$ cat src/rtl/core/ptw_pkg.sv
// Shared types, constants and helpers for the four-level page table walker.
package ptw_pkg;

  localparam int ADDR_W              = 52;
  localparam int VA_W                = 48;
  localparam int ENTRY_W             = 64;
  localparam int IDX_W               = 9;
  localparam int GIG_W               = ADDR_W - 30;
  localparam int FRAME_ADDR_BITS_DEF = 36;
  localparam int QUEUE_DEPTH         = 2;  // power of two, pointers wrap naturally
  localparam int PS_BIT              = 7;
  localparam int BASE_LOW_BITS       = 4;

  localparam logic ACT_REQ   = 1'b0;
  localparam logic ACT_ENTRY = 1'b1;

  localparam logic KIND_READ = 1'b0;
  localparam logic KIND_DONE = 1'b1;

  typedef enum logic [2:0] {
    LVL_IDLE = 3'd0,
    LVL_1    = 3'd1,
    LVL_2    = 3'd2,
    LVL_3    = 3'd3,
    LVL_4    = 3'd4
  } level_t;

  // One classified item between front and back.
  // addr: masked table base for a request, frame field for an entry.
  typedef struct packed {
    logic                is_req;
    logic [VA_W-1:0]     va;
    logic [ADDR_W-1:0]   addr;
    logic                present;
    logic                big_page;
    logic [GIG_W-1:0]    gig;
  } qent_t;

  // Table index used to read the entry of the given level.
  function automatic logic [IDX_W-1:0] va_index(input logic [VA_W-1:0] va,
                                                input level_t lvl);
    logic [IDX_W-1:0] idx;
    unique case (lvl)
      LVL_1:   idx = va[47:39];
      LVL_2:   idx = va[38:30];
      LVL_3:   idx = va[29:21];
      LVL_4:   idx = va[20:12];
      default: idx = '0;
    endcase
    return idx;
  endfunction

endpackage

$ cat src/rtl/core/ptw_front.sv
// Front end: accepts input transfers and classifies them into queue entries.
module ptw_front #(
  parameter int FRAME_ADDR_BITS = ptw_pkg::FRAME_ADDR_BITS_DEF
) (
  input  logic                            in_valid,
  output logic                            in_ready,
  input  logic                            in_action,
  input  logic [ptw_pkg::VA_W-1:0]        in_virtual_address,
  input  logic [ptw_pkg::ADDR_W-1:0]      in_table_base,
  input  logic [ptw_pkg::ENTRY_W-1:0]     in_entry_data,
  input  logic                            q_full,
  output logic                            q_push,
  output ptw_pkg::qent_t                  q_ent
);

  localparam logic [ptw_pkg::ADDR_W-1:0] FRAME_MASK =
    ((ptw_pkg::ADDR_W'(1) << FRAME_ADDR_BITS) - ptw_pkg::ADDR_W'(1)) &
    ~ptw_pkg::ADDR_W'(12'hfff);

  logic [ptw_pkg::ADDR_W-1:0] base_masked;
  logic [ptw_pkg::ADDR_W-1:0] frame;

  assign in_ready = !q_full;
  assign q_push   = in_valid && !q_full;

  assign base_masked = {in_table_base[ptw_pkg::ADDR_W-1:ptw_pkg::BASE_LOW_BITS],
                        {ptw_pkg::BASE_LOW_BITS{1'b0}}};
  assign frame       = in_entry_data[ptw_pkg::ADDR_W-1:0] & FRAME_MASK;

  always_comb begin
    q_ent.is_req   = (in_action == ptw_pkg::ACT_REQ);
    q_ent.va       = in_virtual_address;
    q_ent.addr     = (in_action == ptw_pkg::ACT_REQ) ? base_masked : frame;
    q_ent.present  = in_entry_data[0];
    q_ent.big_page = in_entry_data[ptw_pkg::PS_BIT];
    q_ent.gig      = in_entry_data[ptw_pkg::ADDR_W-1:30];
  end

endmodule

$ cat src/rtl/core/ptw_queue.sv
// Short flop-based queue between the front and back ends.
module ptw_queue (
  input  logic           clk,
  input  logic           rst_n,
  input  logic           push,
  input  ptw_pkg::qent_t push_ent,
  input  logic           pop,
  output ptw_pkg::qent_t head_ent,
  output logic           full,
  output logic           empty
);

  localparam int PTR_W = $clog2(ptw_pkg::QUEUE_DEPTH);
  localparam int CNT_W = $clog2(ptw_pkg::QUEUE_DEPTH + 1);

  ptw_pkg::qent_t   mem_r [ptw_pkg::QUEUE_DEPTH];
  logic [PTR_W-1:0] wr_ptr_r, wr_ptr_nxt;
  logic [PTR_W-1:0] rd_ptr_r, rd_ptr_nxt;
  logic [CNT_W-1:0] count_r, count_nxt;

  assign full     = (count_r == CNT_W'(ptw_pkg::QUEUE_DEPTH));
  assign empty    = (count_r == '0);
  assign head_ent = mem_r[rd_ptr_r];

  always_comb begin
    wr_ptr_nxt = push ? wr_ptr_r + PTR_W'(1) : wr_ptr_r;
    rd_ptr_nxt = pop  ? rd_ptr_r + PTR_W'(1) : rd_ptr_r;
    count_nxt  = count_r;
    if (push && !pop) begin
      count_nxt = count_r + CNT_W'(1);
    end else if (pop && !push) begin
      count_nxt = count_r - CNT_W'(1);
    end
  end

  always_ff @(posedge clk) begin
    if (!rst_n) begin
      wr_ptr_r <= '0;
      rd_ptr_r <= '0;
      count_r  <= '0;
    end else begin
      wr_ptr_r <= wr_ptr_nxt;
      rd_ptr_r <= rd_ptr_nxt;
      count_r  <= count_nxt;
    end
  end

  always_ff @(posedge clk) begin
    if (push) begin
      mem_r[wr_ptr_r] <= push_ent;
    end
  end

endmodule

$ cat src/rtl/core/ptw_back.sv
// Back end: walk state, entry checks, address generation and output register.
module ptw_back (
  input  logic                       clk,
  input  logic                       rst_n,
  input  logic                       q_empty,
  input  ptw_pkg::qent_t             q_ent,
  output logic                       q_pop,
  output logic                       out_valid,
  input  logic                       out_ready,
  output logic                       out_kind,
  output logic [ptw_pkg::ADDR_W-1:0] out_read_address,
  output logic [ptw_pkg::ADDR_W-1:0] out_translated_address,
  output logic                       out_fault
);

  ptw_pkg::level_t            level_r, level_nxt;
  logic [ptw_pkg::VA_W-1:0]   va_r, va_nxt;
  logic                       out_valid_r, out_valid_nxt;
  logic                       out_kind_r, out_kind_nxt;
  logic [ptw_pkg::ADDR_W-1:0] out_ra_r, out_ra_nxt;
  logic [ptw_pkg::ADDR_W-1:0] out_pa_r, out_pa_nxt;
  logic                       out_fault_r, out_fault_nxt;

  logic                       load_ok;
  logic                       res_valid;
  ptw_pkg::level_t            lvl_step;
  logic [ptw_pkg::IDX_W-1:0]  idx;

  assign load_ok = !out_valid_r || out_ready;
  assign q_pop   = load_ok && !q_empty;

  assign out_valid              = out_valid_r;
  assign out_kind               = out_kind_r;
  assign out_read_address       = out_ra_r;
  assign out_translated_address = out_pa_r;
  assign out_fault              = out_fault_r;

  always_comb begin
    level_nxt     = level_r;
    va_nxt        = va_r;
    res_valid     = 1'b0;
    out_kind_nxt  = ptw_pkg::KIND_READ;
    out_ra_nxt    = '0;
    out_pa_nxt    = '0;
    out_fault_nxt = 1'b0;
    lvl_step      = ptw_pkg::LVL_IDLE;
    idx           = '0;

    if (q_pop) begin
      if (q_ent.is_req) begin
        // a request during a walk is dropped
        if (level_r == ptw_pkg::LVL_IDLE) begin
          idx        = ptw_pkg::va_index(q_ent.va, ptw_pkg::LVL_1);
          va_nxt     = q_ent.va;
          level_nxt  = ptw_pkg::LVL_1;
          res_valid  = 1'b1;
          out_ra_nxt = q_ent.addr + ptw_pkg::ADDR_W'({idx, 3'b000});
        end
      end else if (level_r != ptw_pkg::LVL_IDLE) begin
        res_valid = 1'b1;
        unique case (level_r)
          ptw_pkg::LVL_1:   lvl_step = ptw_pkg::LVL_2;
          ptw_pkg::LVL_2:   lvl_step = ptw_pkg::LVL_3;
          ptw_pkg::LVL_3:   lvl_step = ptw_pkg::LVL_4;
          default:          lvl_step = ptw_pkg::LVL_IDLE;
        endcase
        idx = ptw_pkg::va_index(va_r, lvl_step);

        if (!q_ent.present) begin
          out_kind_nxt  = ptw_pkg::KIND_DONE;
          out_fault_nxt = 1'b1;
          level_nxt     = ptw_pkg::LVL_IDLE;
        end else if (level_r == ptw_pkg::LVL_2 && q_ent.big_page) begin
          out_kind_nxt = ptw_pkg::KIND_DONE;
          out_pa_nxt   = {q_ent.gig, va_r[29:0]};
          level_nxt    = ptw_pkg::LVL_IDLE;
        end else if (level_r == ptw_pkg::LVL_3 && q_ent.big_page) begin
          out_kind_nxt = ptw_pkg::KIND_DONE;
          out_pa_nxt   = {q_ent.addr[ptw_pkg::ADDR_W-1:21], va_r[20:0]};
          level_nxt    = ptw_pkg::LVL_IDLE;
        end else if (level_r == ptw_pkg::LVL_4) begin
          out_kind_nxt = ptw_pkg::KIND_DONE;
          level_nxt    = ptw_pkg::LVL_IDLE;
          if (q_ent.addr == '0) begin
            out_fault_nxt = 1'b1;
          end else begin
            out_pa_nxt = {q_ent.addr[ptw_pkg::ADDR_W-1:12], va_r[11:0]};
          end
        end else begin
          level_nxt  = lvl_step;
          out_ra_nxt = q_ent.addr + ptw_pkg::ADDR_W'({idx, 3'b000});
        end
      end
    end

    out_valid_nxt = load_ok ? res_valid : out_valid_r;
  end

  always_ff @(posedge clk) begin
    if (!rst_n) begin
      level_r     <= ptw_pkg::LVL_IDLE;
      va_r        <= '0;
      out_valid_r <= 1'b0;
    end else begin
      level_r     <= level_nxt;
      va_r        <= va_nxt;
      out_valid_r <= out_valid_nxt;
    end
  end

  always_ff @(posedge clk) begin
    if (load_ok && res_valid) begin
      out_kind_r  <= out_kind_nxt;
      out_ra_r    <= out_ra_nxt;
      out_pa_r    <= out_pa_nxt;
      out_fault_r <= out_fault_nxt;
    end
  end

endmodule

$ cat src/rtl/core/four_level_page_table_walker_core.sv
// Top level of the four-level page table walker: front end, queue, back end.
//
//  channel | direction | handshake              | payload
//  --------+-----------+------------------------+--------------------------------------------
//  in      | input     | in_valid / in_ready    | action, virtual_address, table_base, entry
//  out     | output    | out_valid / out_ready  | kind, read_address, translated_address, fault
//
// One item per cycle sustained while out_ready stays high; an item that finds the queue
// empty is classified into the queue at its transfer edge, and its walk step is then
// registered into the output register that drives out_valid. The back end's single
// walk-state register sets the rate.
// Reset (rst_n low, synchronous) empties the queue, drops the walk and clears out_valid.
// A stalled output holds; in_ready falls only when the two-entry queue is full.
module four_level_page_table_walker_core #(
  parameter int FRAME_ADDR_BITS = ptw_pkg::FRAME_ADDR_BITS_DEF
) (
  input  logic                        clk,
  input  logic                        rst_n,
  input  logic                        in_valid,
  output logic                        in_ready,
  input  logic                        in_action,
  input  logic [ptw_pkg::VA_W-1:0]    in_virtual_address,
  input  logic [ptw_pkg::ADDR_W-1:0]  in_table_base,
  input  logic [ptw_pkg::ENTRY_W-1:0] in_entry_data,
  output logic                        out_valid,
  input  logic                        out_ready,
  output logic                        out_kind,
  output logic [ptw_pkg::ADDR_W-1:0]  out_read_address,
  output logic [ptw_pkg::ADDR_W-1:0]  out_translated_address,
  output logic                        out_fault
);

  logic           q_full;
  logic           q_empty;
  logic           q_push;
  logic           q_pop;
  ptw_pkg::qent_t push_ent;
  ptw_pkg::qent_t head_ent;

  ptw_front #(
    .FRAME_ADDR_BITS (FRAME_ADDR_BITS)
  ) u_front (
    .in_valid           (in_valid),
    .in_ready           (in_ready),
    .in_action          (in_action),
    .in_virtual_address (in_virtual_address),
    .in_table_base      (in_table_base),
    .in_entry_data      (in_entry_data),
    .q_full             (q_full),
    .q_push             (q_push),
    .q_ent              (push_ent)
  );

  ptw_queue u_queue (
    .clk      (clk),
    .rst_n    (rst_n),
    .push     (q_push),
    .push_ent (push_ent),
    .pop      (q_pop),
    .head_ent (head_ent),
    .full     (q_full),
    .empty    (q_empty)
  );

  ptw_back u_back (
    .clk                    (clk),
    .rst_n                  (rst_n),
    .q_empty                (q_empty),
    .q_ent                  (head_ent),
    .q_pop                  (q_pop),
    .out_valid              (out_valid),
    .out_ready              (out_ready),
    .out_kind               (out_kind),
    .out_read_address       (out_read_address),
    .out_translated_address (out_translated_address),
    .out_fault              (out_fault)
  );

endmodule

$ cat config.mk
export PLATFORM = sky130hd
export DESIGN_NAME = four_level_page_table_walker_core
export DESIGN_NICKNAME = d
export VERILOG_FILES = /design/src/rtl/core/ptw_pkg.sv /design/src/rtl/core/ptw_front.sv /design/src/rtl/core/ptw_queue.sv /design/src/rtl/core/ptw_back.sv /design/src/rtl/core/four_level_page_table_walker_core.sv
export SDC_FILE = /design/constraint.sdc
export NUM_CORES = 1
export LEC_CHECK = 0
export BUFFER_PORTS_ARGS = -buffer_cell sky130_fd_sc_hd__buf_2
export CORE_ASPECT_RATIO = 1.75
export CORE_MARGIN = 3
export CORE_UTILIZATION = 52
export DETAILED_ROUTE_END_ITERATION = 12
export PLACE_DENSITY_LB_ADDON = 0.25
export SLEW_MARGIN = 5
export SYNTH_ARGS = -nofsm -noshare
export SYNTH_HDL_FRONTEND = slang
export SYNTH_SLANG_ARGS = --single-unit
export TNS_END_PERCENT = 1
$ cat constraint.sdc
create_clock -name clk -period 8.9 [get_ports clk]
set_clock_uncertainty 0.1 [all_clocks]
set_input_delay 0.445 -clock clk [delete_from_list [all_inputs] [get_ports clk]]
set_output_delay 0.445 -clock clk [all_outputs]
set_load 0.1 [all_outputs]
==> results of run 1 <==
[power by group through the flow]
stage | logic, mW | clock network [mW] | registers [mW]
6_report | 3.42 | 1.52 | 2.82
5_1_grt | 3.58 | 1.62 | 2.86
4_1_cts | 3.41 | 1.55 | 2.82
3_5_place_dp | 3.38 | 0 | 2.85
3_3_place_gp | 3.35 | 0 | 2.84
2_1_floorplan | 1.28 | 0 | 4.22
[area by class of cell]
cell class | instances | area, sq um | share of cell area (%)
sequential | 393 | 11300 | 52.1
multi-input combinational | 918 | 6630 | 30.5
timing repair buffer | 328 | 2010 | 9.23
clock buffer | 39 | 912 | 4.20
tap | 460 | 576 | 2.65
clock inverter | 25 | 245 | 1.13
inverter | 13 | 48.8 | 0.224
[worst max-delay path, delay by kind of cell (launching register included)]
kind,cells,cell delay (ns)
DFF,1,0.81
AOI/OAI and AO/OA,4,1.39
adders and majority gates,1,0.33
and+or+nand+nor,5,2.03
[kinds of logic after synthesis]
| kind of cell | count (synthesis) |
|---|---|
| simple gates | 398 |
| flops | 393 |
| compound gates | 317 |
| mux | 166 |
| buf+inv | 100 |
| fa+ha+maj | 21 |
| xor+xnor | 13 |
| other cells | 1 |
[state kept, by name (all words and copies together), names as in the netlist, named ones only]
register,count
u_back.level_r,3
u_back.out_fault,1
u_back.out_kind,1
u_back.out_read_address,49
u_back.out_translated_address,52
u_back.out_valid,1
u_back.va_r,39
u_queue.count_r,2
u_queue.mem_r,242
u_queue.rd_ptr_r,1
u_queue.wr_ptr_r,1
[cells in the final DEF (no fill, tap or decap), drive strengths merged, types with 15 or more instances in the layout]
cell,n
edfxtp,345
buf,268
mux2i,97
nand2,89
mux2,69
dlygate4sd3,60
nor3,52
a21oi,51
nor2,51
o21ai,50
dfxtp,48
o211a,41
clkbuf,39
nand3,36
nor4,35
a22oi,30
nor2b,29
nand4,28
o32ai,19
ha,19
nand3b,18
o31ai,16
nor3b,15
inv,15
clkinv,15
[layer usage]
metal / wire, microns / global-route usage (%) / part of all wire [%]
met1: 19100 / 32.7 / 37
met4: 2360 / 11.7 / 4.6
met2: 27200 / 48.7 / 53
met3: 3080 / 2.95 / 5.9
met5: 0 / 0 / 0
[timing repair]
action / 4_1_cts / 5_1_grt
hold buffers: 59 / 1
gates resized for setup: 0 / 0
endpoints found under the hold margin: 117 / 1
[worst max path at each step]
stage,depth (start not counted),endpoint,slack (ns),from
floorplan,3,u_queue.mem_r[0][0]$_DFFE_PP_,1.71,u_queue.count_r[0]$_SDFFE_PN0P_
global placement,9,u_back.out_read_address[21]$_SDFFCE_PN0P_,4.11,flip-flop
detailed placement,9,u_back.out_read_address[21]$_SDFFCE_PN0P_,4.06,flip-flop
CTS,10,u_back.out_read_address[27]$_SDFFCE_PN0P_,4.03,u_back.level_r[1]$_SDFFE_PN0P_
global route,10,u_back.out_read_address[27]$_SDFFCE_PN0P_,3.76,u_back.level_r[1]$_SDFFE_PN0P_
finish,10,u_back.out_read_address[27]$_SDFFCE_PN0P_,3.93,u_back.level_r[1]$_SDFFE_PN0P_
==> flow_summary.yaml, run 1 <==
finish:
  fin_nets: 1879
  fill_cells: 2754
  n_antenna_cell: 0
  areaGrowthSynthToFinish_pct: 18.6
  fin_cells: 2176
  drive_gt1_share_pct: 24.1
  final_core_util_pct: 62.7
  finish.instance_area_sq_um: 21700
pwr:
  seqPwrFrac_pct: 36.3
  p_sw_share_pct: 46.0
  power.density_nw_per_um2: 356
  peakVddDrop_v: 0.000280
  p_sw_mw: 3.57
  pwr-share-comb_pct: 44.1
  power.total_mw: 7.75
  internal-power_mw: 4.18
  power_leakage_nw: 7.91
  clockPowerShare_pct: 19.6
route:
  wl_per_cell_microns: 23.8
  dr.pass1.iters: 5
  postRouteAntennaNets: 0
  vias: 13382
  vias_per_cell: 6.15
  drtIter0Drc: 1313
  detail_route.wirelength_microns: 51700
  drc: 0
cts:
  cts_buffers: 35
  htree_levels: 2
  root_buffer: "clkbuf_16"
  clock_sinks: 393
  cts_setup_buffers: 0
  clk_path_buf_depth: 3
  clkTransAtPathRegs_ns: 0.07
  cts_tree: "done"
  clk_latency_ns: 0.54
synthesis:
  synth_area_leaders: "edfxtp_1 (57%), mux2i_1 (5.3%), dfxtp_1 (5.2%)"
  ys_async_sr_fraction_pct: 0
  synth_edf_count: 345
  synth_compound_area_share_pct: 12.6
  synth_area_leader_cell: "edfxtp_1"
  synth_top_area_share_pct: 56.5
  synth_cell_types: 74
  synth_xor_area_share_pct: 0.621
  yosysMostFrequentCell: "edfxtp_1"
  synth_top_cells_by_count: "edfxtp_1 (345), mux2i_1 (97), nand2_1 (89), mux2_2 (69), clkbuf_1 (55)"
  yosys_most_used_dff: "edfxtp_1"
  syn_area_per_cell_sq_um: 13.0
  synth_fa_ha_area_share_pct: 1.52
  synth.area.mux_share_pct: 9.54
  synth.cell_area_sq_um: 18300
  synthCells: 1409
  yosys_register_bits: 393
  ys_warn_count: 0
  synth_top_family_by_area: "compound AO/OA/AOI/OAI gates"
  synth-seq-area-share_pct: 61.8
  synthSimpleGateAreaFrac_pct: 11.6
setup_path:
  reg2reg_slack_ns: 3.93
  criticalPathCategory: "flip-flop to flip-flop"
  critical_path.most_common_cell: "nor2_1"
  regToRegEndpoint: "u_back.out_read_address[27]$_SDFFCE_PN0P_"
  crit_slowest_cell: "dfxtp_1"
  worstPathMaxFanout: 19
  crit_required_ns: 9.01
  reg2regPathDepth: 10
  cpPeakStageDelay_ns: 0.81
  r2r_start: "u_back.level_r[1]$_SDFFE_PN0P_"
  end_kind: "flip-flop"
  cp.arrival_ns: 5.08
  cp_cell_sequence: "nor2b_1 -> a22oi_1 -> nor2_1 -> ha_1 -> a211oi_1 -> nor3_1 -> nor2_1 -> o22ai_1 -> a41oi_1 -> nor3b_1"
  start_kind: "flip-flop"
timing:
  worst_slew_pin_slew_ns: 1.32
  fin_crit_sh_pct: 55.9
  finalCriticalPeriod_ns: 4.97
  timing_hold_violations_final: 0
  whs_ns: 0.0145
  final_max_slew_viol_count: 0
  fmax_mhz: 201
  slew_headroom_pct: 10.8
  setup_viol: 0
  rsz0062_at_grt: "false"
  tns_ns: 0
  fin_ws_ns: 3.93
grt:
  grt_pass1_wl_microns: 76900
  gr-total-overflow: 0
  grt_util_all_layers_pct: 26.9
  grt_max_degree: 144
  grt_pass1_vias: 12942
  antenna_found_initial: 0
hold_path:
  hold_end: "u_queue.mem_r[1][11]$_DFFE_PP_"
  hold_class: "primary input to flip-flop"
  min-delay-start: "in_entry_data[41]"
  min_path_cells: 1
floorplanning:
  die_h_microns: 254
  core_area_sq_um: 34700
  row_count: 90
  dieArea_sq_um: 37600
  initial_core_util_pct: 52.8
  ioPinCount: 277
  fp.dieW_microns: 148
placement:
  io_buffers: 247
  dp_slack_ns: 4.06
  gp_congestion: 0.925
  hpwlAfterDp_microns: 37100
  dp_cells: 2052
  dpl_cell_area_sq_um: 20000
run_status:
  status: "complete, no violations"
job:
  cap_violations: 0
No activity file was read; power rests on OpenSTA's default activity.
==> run 2, diff against run 1 <==
Settings changed: CORE_UTILIZATION 52 to 55.
Clock period 8.9 ns to 4.6 ns, I/O delays scaled along.
==> flow_summary.yaml, run 2 (same netlist as run 1, synthesis figures left out) <==
setup_path:
  start_kind: "flip-flop"
  cpPeakStageDelay_ns: 0.67
  cp_cell_sequence: "buf_12 -> buf_12 -> mux2i_1 -> a21oi_1 -> nand4_1 -> or3_1 -> nand3_1 -> a21oi_1"
  criticalPathCategory: "flip-flop to flip-flop"
  crit_slowest_cell: "nand4_1"
  crit_required_ns: 4.75
  cp.arrival_ns: 4.07
  end_kind: "flip-flop"
  worstPathMaxFanout: 63
floorplanning:
  initial_core_util_pct: 56.3
  core_area_sq_um: 32500
  row_count: 87
  fp.dieW_microns: 144
  dieArea_sq_um: 35600
  die_h_microns: 247
  ioPinCount: 277
cts:
  clk_path_buf_depth: 3
  cts_buffers: 35
  clkTransAtPathRegs_ns: 0.07
  cts_setup_buffers: 0
  clk_latency_ns: 0.54
  cts_tree: "done"
  htree_levels: 2
  root_buffer: "clkbuf_16"
  clock_sinks: 393
route:
  drtIter0Drc: 1080
  wl_per_cell_microns: 25.8
  vias: 14082
  drc: 0
  dr.pass1.iters: 9
  vias_per_cell: 6.38
  detail_route.wirelength_microns: 56900
  postRouteAntennaNets: 0
pwr:
  peakVddDrop_v: 0.000559
  power.density_nw_per_um2: 671
  power_leakage_nw: 8.31
finish:
  n_antenna_cell: 0
  layout_commonest_cell: "edfxtp_1"
  fin_nets: 1973
  drive_gt1_share_pct: 24.0
  fin_cells: 2207
  largest-register: "u_queue.mem_r"
  areaGrowthSynthToFinish_pct: 23.0
  final_cell_mix: "edfxtp_1 (345), buf_2 (247), dlygate4sd3_1 (133)"
  final_core_util_pct: 69.3
  fill_cells: 2279
  largest_reg_flops: 242
timing:
  setup_viol: 0
  fmax_mhz: 256
  fin_ws_ns: 0.687
  tns_ns: 0
  worst_slew_pin_slew_ns: 0.967
  final_max_slew_viol_count: 0
  timing_hold_violations_final: 0
  finalCriticalPeriod_ns: 3.91
  fin_crit_sh_pct: 85.1
  rsz0062_at_grt: "false"
  slew_headroom_pct: 33.7
placement:
  hpwlAfterDp_microns: 39600
  dp_slack_ns: 0.818
  io_buffers: 247
  dp_cells: 2013
  gp_congestion: 0.996
grt:
  grt_max_degree: 123
  grt_pass1_wl_microns: 82200
  grt_util_all_layers_pct: 31.3
  gr-total-overflow: 0
  grt_pass1_vias: 13932
  antenna_found_initial: 0
hold_path:
  min-delay-start: "in_table_base[44]"
  hold_class: "primary input to flip-flop"
job:
  cap_violations: 0
run_status:
  status: "complete, no violations"
## run 2: routing by layer
metal  vias to the layer above  GRT usage, %  routed length (microns)  part of all wire (%)
met5                         -             0                        0                     0
met4                         0          23.7                     5160                   9.1
met3                       230          3.39                     2950                   5.2
met2                       720          55.9                    30000                    53
met1                      6801          33.1                    18800                    33
li1                       6331             -                        -                     -
## run 2: what timing repair did
action | in CTS | in global routing
gates resized for setup | 0 | 0
hold endpoints to repair | 230 | 0
hold buffers | 133 | 0
## run 2: final timing paths
kind	to	slack (ns)	depth (start not counted)
worst max register to register	u_back.out_read_address[29]$_SDFFCE_PN0P_	0.69	8
worst max-delay path	u_back.out_read_address[29]$_SDFFCE_PN0P_	0.69	8
worst min-delay path	u_queue.mem_r[0][68]$_DFFE_PP_	0.02	2
worst min register to register	u_back.va_r[6]$_SDFFE_PN0P_	0.40	1
## run 2: final cells by class
cell class	count	area, sq um	share of cell area (%)
Clock inverter	21	179	0.794
Timing Repair Buffer	422	2950	13.1
Multi-Input combinational cell	918	6630	29.4
Tap cell	400	500	2.22
Sequential cell	393	11300	50.2
Inverter	13	48.8	0.216
Clock buffer	40	916	4.06
## run 2: power breakdown
group / internal [mW] / leakage [nW] / switching [mW]
Sequential: 4.97 / 3.65 / 0.467
Combinational: 1.56 / 4.13 / 5.30
Clock: 1.55 / 0.529 / 1.27
## run 2: metrics by stage
stage               power [mW]  hold WS (ns)  instance area [sq um]
floorplan                 10.6         0.229                  18300
global placement          12.1         0.319                  20100
detailed placement        12.2         0.321                  20100
CTS                       15.1       0.00224                  22500
global route              15.7        0.0132                  22500
finish                    15.1        0.0210                  22500
## run 2: worst max-delay path, delay by kind of cell (launching register included)
kind / cells / cell delay [ns]
AO/OA/AOI/OAI: 2 / 0.61
buffers and inverters: 2 / 0.67
flip-flops: 1 / 0.64
multiplexers: 1 / 0.26
AND/OR/NAND/NOR: 3 / 1.31
